==> src/sv/pwlcr_pkg.sv <==
// Shared types, codes and constants of the pulse-width LED command receiver.
package pwlcr_pkg;

	// Field widths
	localparam int PULSE_W     = 8;
	localparam int THRESH_W    = 8;
	localparam int FRAME_W     = 16;
	localparam int POS_W       = 5;
	localparam int NIBBLE_W    = 4;
	localparam int DUTY_W      = 8;
	localparam int SETUP_W     = 8;
	localparam int MODE_W      = 2;
	localparam int STATUS_W    = 2;
	localparam int REG_INDEX_W = 1;

	// Channel slots on the result, and the default number actually fitted
	localparam int MAX_CHANNELS          = 3;
	localparam int DEFAULT_CHANNEL_COUNT = 3;

	// Bit position codes: a complete frame, waiting for a break, and the last bit
	localparam logic [POS_W-1:0] POS_FULL       = 5'd16;
	localparam logic [POS_W-1:0] POS_NOT_SYNCED = 5'd17;
	localparam logic [POS_W-1:0] POS_LAST_BIT   = 5'd15;

	// Reset values
	localparam logic [THRESH_W-1:0] BREAK_THRESHOLD_RESET = 8'd8;
	localparam logic [THRESH_W-1:0] ONE_THRESHOLD_RESET   = 8'd4;
	localparam logic [NIBBLE_W-1:0] ADDRESS_RESET         = 4'hf;

	// Low nibble that marks a configuration frame; also the unusable address
	localparam logic [NIBBLE_W-1:0] CONFIG_NIBBLE = 4'hf;

	// Highest mode value plus one
	localparam logic [NIBBLE_W-1:0] MODE_LIMIT = 4'd3;

	// Configuration register indexes
	localparam logic [REG_INDEX_W-1:0] REG_BREAK_THRESHOLD = 1'd0;
	localparam logic [REG_INDEX_W-1:0] REG_ONE_THRESHOLD   = 1'd1;

	// Configuration frame opcodes
	localparam logic [NIBBLE_W-1:0] OP_ADDRESS    = 4'd0;
	localparam logic [NIBBLE_W-1:0] OP_MODE       = 4'd1;
	localparam logic [NIBBLE_W-1:0] OP_LOW_FIRST  = 4'd2;
	localparam logic [NIBBLE_W-1:0] OP_LOW_LAST   = 4'd4;
	localparam logic [NIBBLE_W-1:0] OP_GAIN_FIRST = 4'd5;
	localparam logic [NIBBLE_W-1:0] OP_GAIN_LAST  = 4'd7;

	// Result status codes
	typedef enum logic [STATUS_W-1:0] {
		STATUS_UNADDRESSED = 2'd0,
		STATUS_DRIVE       = 2'd1,
		STATUS_APPLIED     = 2'd2,
		STATUS_REJECTED    = 2'd3
	} status_t;

	// A completed frame handed from the deframer to the command stage
	typedef struct packed {
		logic               valid;
		logic [FRAME_W-1:0] bits;
	} frame_t;

	// One result transaction
	typedef struct packed {
		logic [NIBBLE_W-1:0]                  node_address;
		logic [MODE_W-1:0]                    common_mode;
		logic [MAX_CHANNELS-1:0]              output_enables;
		logic [MAX_CHANNELS-1:0][DUTY_W-1:0]  duty;
		status_t                              status;
	} result_t;

endpackage

==> src/sv/pulse_width_led_command_receiver_unit.sv <==
// Top level of the pulse-width LED command receiver.
// Each input transaction carries one measured low-pulse length. The block takes a new pulse in
// every clock cycle unless stalled; a pulse is classified and shifted into the frame in the
// cycle it is accepted. A pulse completing a sixteen-bit frame loads the frame register, and
// the command is decoded into the output register once that is free. Only the pulse that
// completes a frame yields a result; breaks, data bits and stray pulses yield none. The input
// stalls only while a completed frame waits behind a result not yet taken. Thresholds are to
// be written through the configuration port only while no pulse is in flight; not enforced.
module pulse_width_led_command_receiver_unit #(
	parameter int CHANNEL_COUNT = pwlcr_pkg::DEFAULT_CHANNEL_COUNT
) (
	input  logic                              clk,
	input  logic                              arst_n,
	// Configuration write port
	input  logic                              cfg_we,
	input  logic [pwlcr_pkg::REG_INDEX_W-1:0] cfg_index,
	input  logic [pwlcr_pkg::THRESH_W-1:0]    cfg_wdata,
	// Pulse stream
	input  logic                              s_tvalid,
	output logic                              s_tready,
	input  logic [7:0]                        s_tdata,  // [7:0] pulse_length
	// Result stream
	output logic                              m_tvalid,
	input  logic                              m_tready,
	// [1:0] status, [9:2] duty_first, [17:10] duty_second, [25:18] duty_third,
	// [28:26] output_enables, [30:29] common_mode, [34:31] node_address, [39:35] zero
	output logic [39:0]                       m_tdata
);

	pwlcr_pkg::frame_t  frame_s1;
	pwlcr_pkg::result_t result_q;
	logic               stage_free;
	logic               s_accept;

	// A new pulse is refused only while a finished frame cannot move on.
	assign s_tready = !frame_s1.valid || stage_free;
	assign s_accept = s_tvalid && s_tready;

	pwlcr_deframer u_deframer (
		.clk          (clk),
		.arst_n       (arst_n),
		.cfg_we       (cfg_we),
		.cfg_index    (cfg_index),
		.cfg_wdata    (cfg_wdata),
		.accept       (s_accept),
		.pulse_length (s_tdata[pwlcr_pkg::PULSE_W-1:0]),
		.consume      (stage_free),
		.frame_s1     (frame_s1)
	);

	pwlcr_exec #(
		.CHANNEL_COUNT (CHANNEL_COUNT)
	) u_exec (
		.clk         (clk),
		.arst_n      (arst_n),
		.frame_s1    (frame_s1),
		.out_ready   (m_tready),
		.stage_free  (stage_free),
		.out_valid_q (m_tvalid),
		.result_q    (result_q)
	);

	// Pack the result fields, first field lowest.
	assign m_tdata = {5'd0, result_q.node_address, result_q.common_mode,
		result_q.output_enables, result_q.duty[2], result_q.duty[1], result_q.duty[0],
		result_q.status};

	// A result only ever appears the cycle after a completed frame was waiting.
	a_result_from_frame: assert property (@(posedge clk) disable iff (!arst_n)
		$rose(m_tvalid) |-> $past(frame_s1.valid))
		else $error("result appeared without a completed frame");

	// A drive frame can never have matched the reserved address.
	a_drive_address: assert property (@(posedge clk) disable iff (!arst_n)
		m_tvalid && (result_q.status == pwlcr_pkg::STATUS_DRIVE)
		|-> (result_q.node_address != pwlcr_pkg::CONFIG_NIBBLE))
		else $error("drive result with reserved node address");

	// The mode register never holds the unused code.
	a_mode_range: assert property (@(posedge clk) disable iff (!arst_n)
		m_tvalid |-> (result_q.common_mode != 2'd3))
		else $error("common mode out of range");

	// A pending frame never coexists with an accepted pulse that could overwrite it.
	a_no_frame_overrun: assert property (@(posedge clk) disable iff (!arst_n)
		frame_s1.valid && !stage_free |=> frame_s1.valid && $stable(frame_s1.bits))
		else $error("pending frame lost while the result stage was busy");

endmodule

==> src/sv/pwlcr_deframer.sv <==
// Pulse classification, frame assembly and the threshold registers.
module pwlcr_deframer (
	input  logic                              clk,
	input  logic                              arst_n,
	input  logic                              cfg_we,
	input  logic [pwlcr_pkg::REG_INDEX_W-1:0] cfg_index,
	input  logic [pwlcr_pkg::THRESH_W-1:0]    cfg_wdata,
	input  logic                              accept,
	input  logic [pwlcr_pkg::PULSE_W-1:0]     pulse_length,
	input  logic                              consume,
	output pwlcr_pkg::frame_t                 frame_s1
);

	logic [pwlcr_pkg::THRESH_W-1:0] break_threshold_q;
	logic [pwlcr_pkg::THRESH_W-1:0] one_threshold_q;
	logic [pwlcr_pkg::POS_W-1:0]    bit_position_q;
	logic [pwlcr_pkg::FRAME_W-1:0]  frame_bits_q;
	logic [pwlcr_pkg::FRAME_W-1:0]  bits_next;
	logic                           is_break;
	logic                           in_frame;
	logic                           completes;

	// Threshold registers, written through the configuration port.
	always_ff @(posedge clk or negedge arst_n) begin
		if (!arst_n) begin
			break_threshold_q <= pwlcr_pkg::BREAK_THRESHOLD_RESET;
			one_threshold_q   <= pwlcr_pkg::ONE_THRESHOLD_RESET;
		end else if (cfg_we) begin
			case (cfg_index)
				pwlcr_pkg::REG_BREAK_THRESHOLD: break_threshold_q <= cfg_wdata;
				pwlcr_pkg::REG_ONE_THRESHOLD:   one_threshold_q   <= cfg_wdata;
				default: ;
			endcase
		end
	end

	// Classify the pulse and work out the frame word with this bit set.
	always_comb begin
		is_break  = pulse_length >= break_threshold_q;
		in_frame  = !bit_position_q[pwlcr_pkg::POS_W-1];
		bits_next = frame_bits_q;
		if (pulse_length >= one_threshold_q) begin
			bits_next[bit_position_q[pwlcr_pkg::POS_W-2:0]] = 1'b1;
		end
		completes = !is_break && (bit_position_q == pwlcr_pkg::POS_LAST_BIT);
	end

	// Bit counter and shift word. A break restarts the frame at any time.
	always_ff @(posedge clk or negedge arst_n) begin
		if (!arst_n) begin
			bit_position_q <= pwlcr_pkg::POS_NOT_SYNCED;
			frame_bits_q   <= '0;
		end else if (accept) begin
			if (is_break) begin
				bit_position_q <= '0;
				frame_bits_q   <= '0;
			end else if (in_frame) begin
				bit_position_q <= bit_position_q + 1'b1;
				frame_bits_q   <= bits_next;
			end
		end
	end

	// Completed frame register, held until the command stage takes it.
	always_ff @(posedge clk or negedge arst_n) begin
		if (!arst_n) begin
			frame_s1 <= '0;
		end else if (accept && completes) begin
			frame_s1.valid <= 1'b1;
			frame_s1.bits  <= bits_next;
		end else if (consume) begin
			frame_s1.valid <= 1'b0;
		end
	end

endmodule

==> src/sv/pwlcr_exec.sv <==
// Command decode, node settings, channel duty arithmetic and the result register.
module pwlcr_exec #(
	parameter int CHANNEL_COUNT = pwlcr_pkg::DEFAULT_CHANNEL_COUNT
) (
	input  logic               clk,
	input  logic               arst_n,
	input  pwlcr_pkg::frame_t  frame_s1,
	input  logic               out_ready,
	output logic               stage_free,
	output logic               out_valid_q,
	output pwlcr_pkg::result_t result_q
);

	localparam int NCH = pwlcr_pkg::MAX_CHANNELS;
	localparam logic [NCH-1:0] CH_MASK = NCH'((1 << CHANNEL_COUNT) - 1);

	logic [pwlcr_pkg::NIBBLE_W-1:0] address_q;
	logic [pwlcr_pkg::MODE_W-1:0]   mode_q;
	logic [pwlcr_pkg::SETUP_W-1:0]  setup_q [NCH];
	logic [pwlcr_pkg::DUTY_W-1:0]   duty_q  [NCH];
	logic [NCH-1:0]                 enable_q;

	logic [pwlcr_pkg::NIBBLE_W-1:0] address_d;
	logic [pwlcr_pkg::MODE_W-1:0]   mode_d;
	logic [pwlcr_pkg::SETUP_W-1:0]  setup_d [NCH];
	logic [pwlcr_pkg::DUTY_W-1:0]   duty_d  [NCH];
	logic [NCH-1:0]                 enable_d;
	pwlcr_pkg::status_t             status_d;
	pwlcr_pkg::result_t             result_d;

	logic [pwlcr_pkg::NIBBLE_W-1:0] nibs [4];
	logic [pwlcr_pkg::NIBBLE_W-1:0] op;
	logic [pwlcr_pkg::NIBBLE_W-1:0] arg;
	logic [pwlcr_pkg::NIBBLE_W-1:0] check;
	logic [pwlcr_pkg::NIBBLE_W-1:0] ch;
	logic [pwlcr_pkg::NIBBLE_W-1:0] value;
	logic [1:0]                     sel;
	logic [8:0]                     product;
	logic                           go;

	assign stage_free = !out_valid_q || out_ready;
	assign go         = frame_s1.valid && stage_free;

	// Next settings and status for the frame in the input register.
	always_comb begin
		for (int k = 0; k < 4; k++) begin
			nibs[k] = frame_s1.bits[k*4 +: 4];
		end
		op    = nibs[1];
		arg   = nibs[2];
		check = ~nibs[3];
		ch    = '0;
		value = '0;
		sel   = '0;
		product = '0;

		address_d = address_q;
		mode_d    = mode_q;
		enable_d  = enable_q;
		for (int i = 0; i < NCH; i++) begin
			setup_d[i] = setup_q[i];
			duty_d[i]  = duty_q[i];
		end

		if (nibs[0] == pwlcr_pkg::CONFIG_NIBBLE) begin
			status_d = pwlcr_pkg::STATUS_REJECTED;
			if ((op ^ arg) == check) begin
				case (op) inside
					pwlcr_pkg::OP_ADDRESS: begin
						if (arg != pwlcr_pkg::CONFIG_NIBBLE) begin
							address_d = arg;
							status_d  = pwlcr_pkg::STATUS_APPLIED;
						end
					end
					pwlcr_pkg::OP_MODE: begin
						if (arg < pwlcr_pkg::MODE_LIMIT) begin
							mode_d   = arg[pwlcr_pkg::MODE_W-1:0];
							enable_d = '0;
							status_d = pwlcr_pkg::STATUS_APPLIED;
						end
					end
					[pwlcr_pkg::OP_LOW_FIRST:pwlcr_pkg::OP_LOW_LAST]: begin
						ch = op - pwlcr_pkg::OP_LOW_FIRST;
						if (ch < 4'(CHANNEL_COUNT)) begin
							enable_d = '0;
							status_d = pwlcr_pkg::STATUS_APPLIED;
							for (int i = 0; i < NCH; i++) begin
								if (ch == 4'(i)) begin
									setup_d[i][3:0] = arg;
								end
							end
						end
					end
					[pwlcr_pkg::OP_GAIN_FIRST:pwlcr_pkg::OP_GAIN_LAST]: begin
						ch = op - pwlcr_pkg::OP_GAIN_FIRST;
						if (ch < 4'(CHANNEL_COUNT)) begin
							enable_d = '0;
							status_d = pwlcr_pkg::STATUS_APPLIED;
							for (int i = 0; i < NCH; i++) begin
								if (ch == 4'(i)) begin
									setup_d[i][7:4] = arg;
								end
							end
						end
					end
					default: status_d = pwlcr_pkg::STATUS_REJECTED;
				endcase
			end
		end else if (nibs[0] != address_q) begin
			status_d = pwlcr_pkg::STATUS_UNADDRESSED;
		end else begin
			// Drive frame: each fitted channel with a nibble selected is updated.
			status_d = pwlcr_pkg::STATUS_DRIVE;
			for (int i = 0; i < NCH; i++) begin
				if (i < CHANNEL_COUNT) begin
					sel     = setup_q[i][3:2];
					value   = nibs[sel];
					product = value * ({1'b0, setup_q[i][7:4]} + 5'd1);
					if (sel != 2'd0) begin
						if (value == '0) begin
							enable_d[i] = 1'b0;
						end else begin
							duty_d[i]   = 8'(product >> setup_q[i][1:0]);
							enable_d[i] = 1'b1;
						end
					end
				end
			end
		end

		// Result fields reflect the settings after this frame.
		result_d.status         = status_d;
		result_d.node_address   = address_d;
		result_d.common_mode    = mode_d;
		result_d.output_enables = enable_d & CH_MASK;
		for (int i = 0; i < NCH; i++) begin
			result_d.duty[i] = (i < CHANNEL_COUNT) ? duty_d[i] : '0;
		end
	end

	// Node settings, updated once per completed frame.
	always_ff @(posedge clk or negedge arst_n) begin
		if (!arst_n) begin
			address_q <= pwlcr_pkg::ADDRESS_RESET;
			mode_q    <= '0;
			enable_q  <= '0;
			for (int i = 0; i < NCH; i++) begin
				setup_q[i] <= '0;
				duty_q[i]  <= '0;
			end
		end else if (go) begin
			address_q <= address_d;
			mode_q    <= mode_d;
			enable_q  <= enable_d;
			for (int i = 0; i < NCH; i++) begin
				setup_q[i] <= setup_d[i];
				duty_q[i]  <= duty_d[i];
			end
		end
	end

	// Result register and its valid flag.
	always_ff @(posedge clk or negedge arst_n) begin
		if (!arst_n) begin
			out_valid_q <= 1'b0;
		end else if (go) begin
			out_valid_q <= 1'b1;
		end else if (out_ready) begin
			out_valid_q <= 1'b0;
		end
	end

	always_ff @(posedge clk) begin
		if (go) begin
			result_q <= result_d;
		end
	end

endmodule

==> config.mk <==
export PLATFORM = sky130hd
export DESIGN_NAME = pulse_width_led_command_receiver_unit
export DESIGN_NICKNAME = d
export VERILOG_FILES = /design/src/sv/pwlcr_pkg.sv /design/src/sv/pulse_width_led_command_receiver_unit.sv /design/src/sv/pwlcr_deframer.sv /design/src/sv/pwlcr_exec.sv
export SDC_FILE = /design/constraint.sdc
export NUM_CORES = 1
export LEC_CHECK = 0
export BUFFER_PORTS_ARGS = -buffer_cell sky130_fd_sc_hd__buf_2
export CORE_MARGIN = 5
export CORE_UTILIZATION = 30
export CTS_CLUSTER_SIZE = 24
export DETAILED_ROUTE_END_ITERATION = 12
export GPL_ROUTABILITY_DRIVEN = 0
export GPL_TIMING_DRIVEN = 0
export PLACE_DENSITY = 0.46
export SLEW_MARGIN = 20
export SYNTH_ARGS = -nofsm -noshare
export SYNTH_HDL_FRONTEND = slang
export SYNTH_SLANG_ARGS = --single-unit
==> constraint.sdc <==
create_clock -name clk -period 12.18 [get_ports clk]
set_input_delay 0.609 -clock clk [delete_from_list [all_inputs] [get_ports clk]]
set_output_delay 0.609 -clock clk [all_outputs]
set_load 0.02 [all_outputs]
==> flow_metrics.py <==
metrics = {
    "critical_path": {
        "cp.depth": 14,
        "worstPathCellList": "clkbuf_1, mux4_1, and2_1, fa_1, inv_1, fa_1, inv_1, ha_1, nand2b_1, a21oi_1, a211o_1, xor2_1, mux2i_1, o41ai_1",
        "r2r-start": "u_exec.setup_q[3]$_DFFE_PN0P_",
        "rr_endpoint": "u_exec.result_q[25]$_DFFE_PP_",
        "crit_type": "register to register",
        "arrival_ps": 5090,
        "cp_top_family": "adder cells",
        "critPathMaxStageDelay_ps": 760,
        "crit_path_end_kind": "register",
        "required_ps": 12360,
        "r2r_cells": 14,
        "reg2reg_slack_ps": 7260,
        "start_kind": "register",
        "cp_num_buf_inv": 3,
        "crit_start": "u_exec.setup_q[3]$_DFFE_PN0P_",
        "crit_slowest_cell": "mux4_1",
        "critPathMaxFanout": 7,
    },
    "die": {
        "start_util_pct": 30.5,
        "die_x_um": 189,
        "core_area_sq_mm": 0.0317,
        "row_count": 65,
        "io_pins": 64,
        "die_h_um": 189,
        "dieArea_sq_mm": 0.0359,
    },
    "drt": {
        "first_pass_iters": 4,
        "ant_nets": 0,
        "drc": 0,
        "via_count": 6844,
        "wl_per_cell_um": 16.0,
        "routed_wl_mm": 22.4,
        "drt_iter0_drc": 344,
        "via_per_inst": 4.91,
    },
    "place": {
        "placedInstanceArea_sq_mm": 0.0105,
        "io_buffers": 58,
        "hpwl_mm": 16.7,
    },
    "clock_network": {
        "cts.path.max_buffers": 2,
        "postCtsSetupBuffers": 0,
        "root_buffer": "clkbuf_16",
        "cts_tree": "yes",
        "cts_hold_buf": 0,
        "numCtsBuffers": 17,
        "path_clk_slew_ps": 70,
        "clk_latency_ps": 430,
        "cts_max_level": 4,
        "cts.sink_count": 147,
        "cts.repair.resized": 0,
    },
    "synthesis": {
        "synth_ff_type": "dfrtp_1",
        "synth-edff-count": 35,
        "post_synth.cell_area_avg_sq_um": 10.8,
        "synth_cells": 895,
        "ys_ff_latch": 147,
        "yosysSeqAreaShare_pct": 40.0,
        "ys.warnings.count": 0,
        "synth_area_sq_mm": 0.00966,
        "synth_cell_types": 67,
        "synthArstFlopShare_pct": 76.2,
    },
    "sta": {
        "fmax_ghz": 0.203,
        "fin_crit_sh_pct": 40.4,
        "rsz0062_at_grt": "false",
        "setup_tns_ps": 0,
        "finalSetupViolations": 0,
        "worstMarginPinSlew_ps": 955,
        "maxSlewViolCount": 0,
        "hold_viol": 0,
        "fin_skew_ps": 11.5,
        "min_period_ps": 4920,
        "slew_headroom_pct": 35.9,
    },
    "power": {
        "peakVddDrop_mv": 0.0821,
        "power_density_mw_per_mm2": 106,
        "p_leak_uw": 0.00513,
    },
    "global_routing": {
        "grt_pass1_wl_mm": 37.4,
        "grt_overflow": 0,
        "grt_max_degree": 66,
        "track_usage_pct": 12.8,
        "grt_pass1_vias": 7102,
        "antenna_found_initial": 0,
    },
    "status": {
        "outcome": "completed",
    },
    "cells_and_area": {
        "finish.instance_area_sq_mm": 0.0111,
        "nets": 1083,
        "diodes": 0,
        "area_delta_synth_final_pct": 15.3,
        "drive_gt1_share_pct": 23.0,
    },
    "hold_path": {
        "hp-class": "input port to asynchronous set/reset pin",
    },
    "flow_run": {
        "maxCapViolations": 0,
    },
}
-- metrics by stage --
step | std cells | power, uW | hold slack [ps] | setup slack, ps | util, %
floorplan | 899 | 609 | 313 | 7670 | -
global placement | 1359 | 644 | 460 | 7290 | 33.0
detailed placement | 1361 | 646 | 463 | 7280 | 33.2
CTS | 1393 | 1200 | 131 | 7250 | 35.1
global route | 1393 | 1230 | 150 | 7020 | 35.1
finish | 1393 | 1180 | 126 | 7260 | 35.1
-- logic make-up (layout without fill, tap and decap cells) --
kind of cell               count (synthesis)  in the layout  share of synthesized area [%]
and+or+nand+nor                          270            270                           14.5
AOI/OAI and AO/OA                        147            147                           10.3
DFF                                      147            147                           40.0
muxes                                    124            124                           16.2
buffers and inverters                     96            188                           4.08
adders and majority gates                 83             83                           12.1
xor gates and xnor gates                  27             27                           2.76
other                                      1              5                         0.0388
-- cells in the final DEF, fill, tap and decap left out, types with 9 or more instances in the layout --
master     count
edfxtp_1      35
nor2b_1       16
nor3_1        13
a22o_1        19
o21ai_0       32
nor2_1        36
mux2_2        89
a211oi_1       9
nand3_1       15
mux4_2        14
ha_1          65
buf_2         57
and2_1        27
inv_1         55
mux2i_1       16
fa_1          18
or3_1         17
xnor2_1       13
dfrtp_1      104
a21oi_1       29
clkbuf_16     17
o21a_1        10
clkbuf_1      32
nand2b_1      18
nand2_1       88
xor2_1        12
-- sequential cells by signal, summed over array words and instances (netlist names) --
register	flops
u_deframer.one_threshold_q	8
u_exec.address_q	4
u_exec.mode_q	2
u_deframer.break_threshold_q	8
u_deframer.frame_s1	17
u_deframer.bit_position_q	5
u_exec.enable_q	3
u_exec.duty_q	24
u_exec.result_q	35
u_deframer.frame_bits_q	16
u_exec.setup_q	24
u_exec.out_valid_q	1
-- synthesized netlist by cell type, types with 3 or more instances --
master	n	share of area, %
a211oi_1	9	0.70
a21o_1	5	0.39
a21oi_1	29	1.5
a221oi_1	3	0.27
a22o_1	19	1.7
a31o_2	3	0.27
a31oi_1	4	0.26
and2_1	27	1.7
and3_1	4	0.26
buf_4	5	0.39
clkbuf_1	32	1.2
dfrtp_1	104	27
dfstp_2	8	2.2
edfxtp_1	35	11
fa_1	18	3.7
ha_1	65	8.4
inv_1	56	2.2
mux2_2	89	10
mux2_4	4	0.62
mux2i_1	16	1.7
mux4_2	14	3.3
nand2_1	88	3.4
nand2b_1	18	1.2
nand3_1	15	0.78
nand3b_1	5	0.39
nand4_1	5	0.32
nor2_1	36	1.4
nor2b_1	16	1.0
nor3_1	13	0.67
nor3b_1	4	0.31
nor4_1	8	0.52
nor4_2	3	0.39
o211ai_1	6	0.47
o21a_1	10	0.78
o21ai_0	32	1.7
o21bai_1	6	0.47
or3_1	17	1.1
xnor2_1	13	1.2
xor2_1	12	1.1
-- layer usage --
metal	track usage [%]	part of all wire (%)	routed length, um	vias to the layer above
met1	17.6	49	10900	3330
met2	21.1	47	10500	104
met4	2.70	0.86	192	0
li1	-	-	-	3396
met3	2.73	3.6	798	14
met5	0	0	0	-
-- how the worst max path moves through the flow --
stage	end	slack, ps
floorplan	u_exec.result_q[6]$_DFFE_PP_	7670
global placement	u_exec.result_q[25]$_DFFE_PP_	7290
detailed placement	u_exec.result_q[25]$_DFFE_PP_	7280
CTS	u_exec.result_q[25]$_DFFE_PP_	7250
global route	u_exec.result_q[25]$_DFFE_PP_	7020
finish	u_exec.result_q[25]$_DFFE_PP_	7260
-- power breakdown --
part	leakage [uW]	switching [uW]	total (uW)	internal [uW]
Clock	0.000294	246	541	296
Combinational	0.00297	58.9	99.3	40.5
Sequential	0.00187	13.4	535	522
Total	0.00513	318	1180	858
-- layout make-up --
class,count,area (sq um)
inverter,57,214
clock buffer,17,425
clock inverter,15,188
tap,402,503
buffer,39,180
timing repair buffer,60,352
multi-input combinational,656,5420
fill,3217,20600
sequential,147,3860
Note: power is estimated with default switching activity, not from simulation.
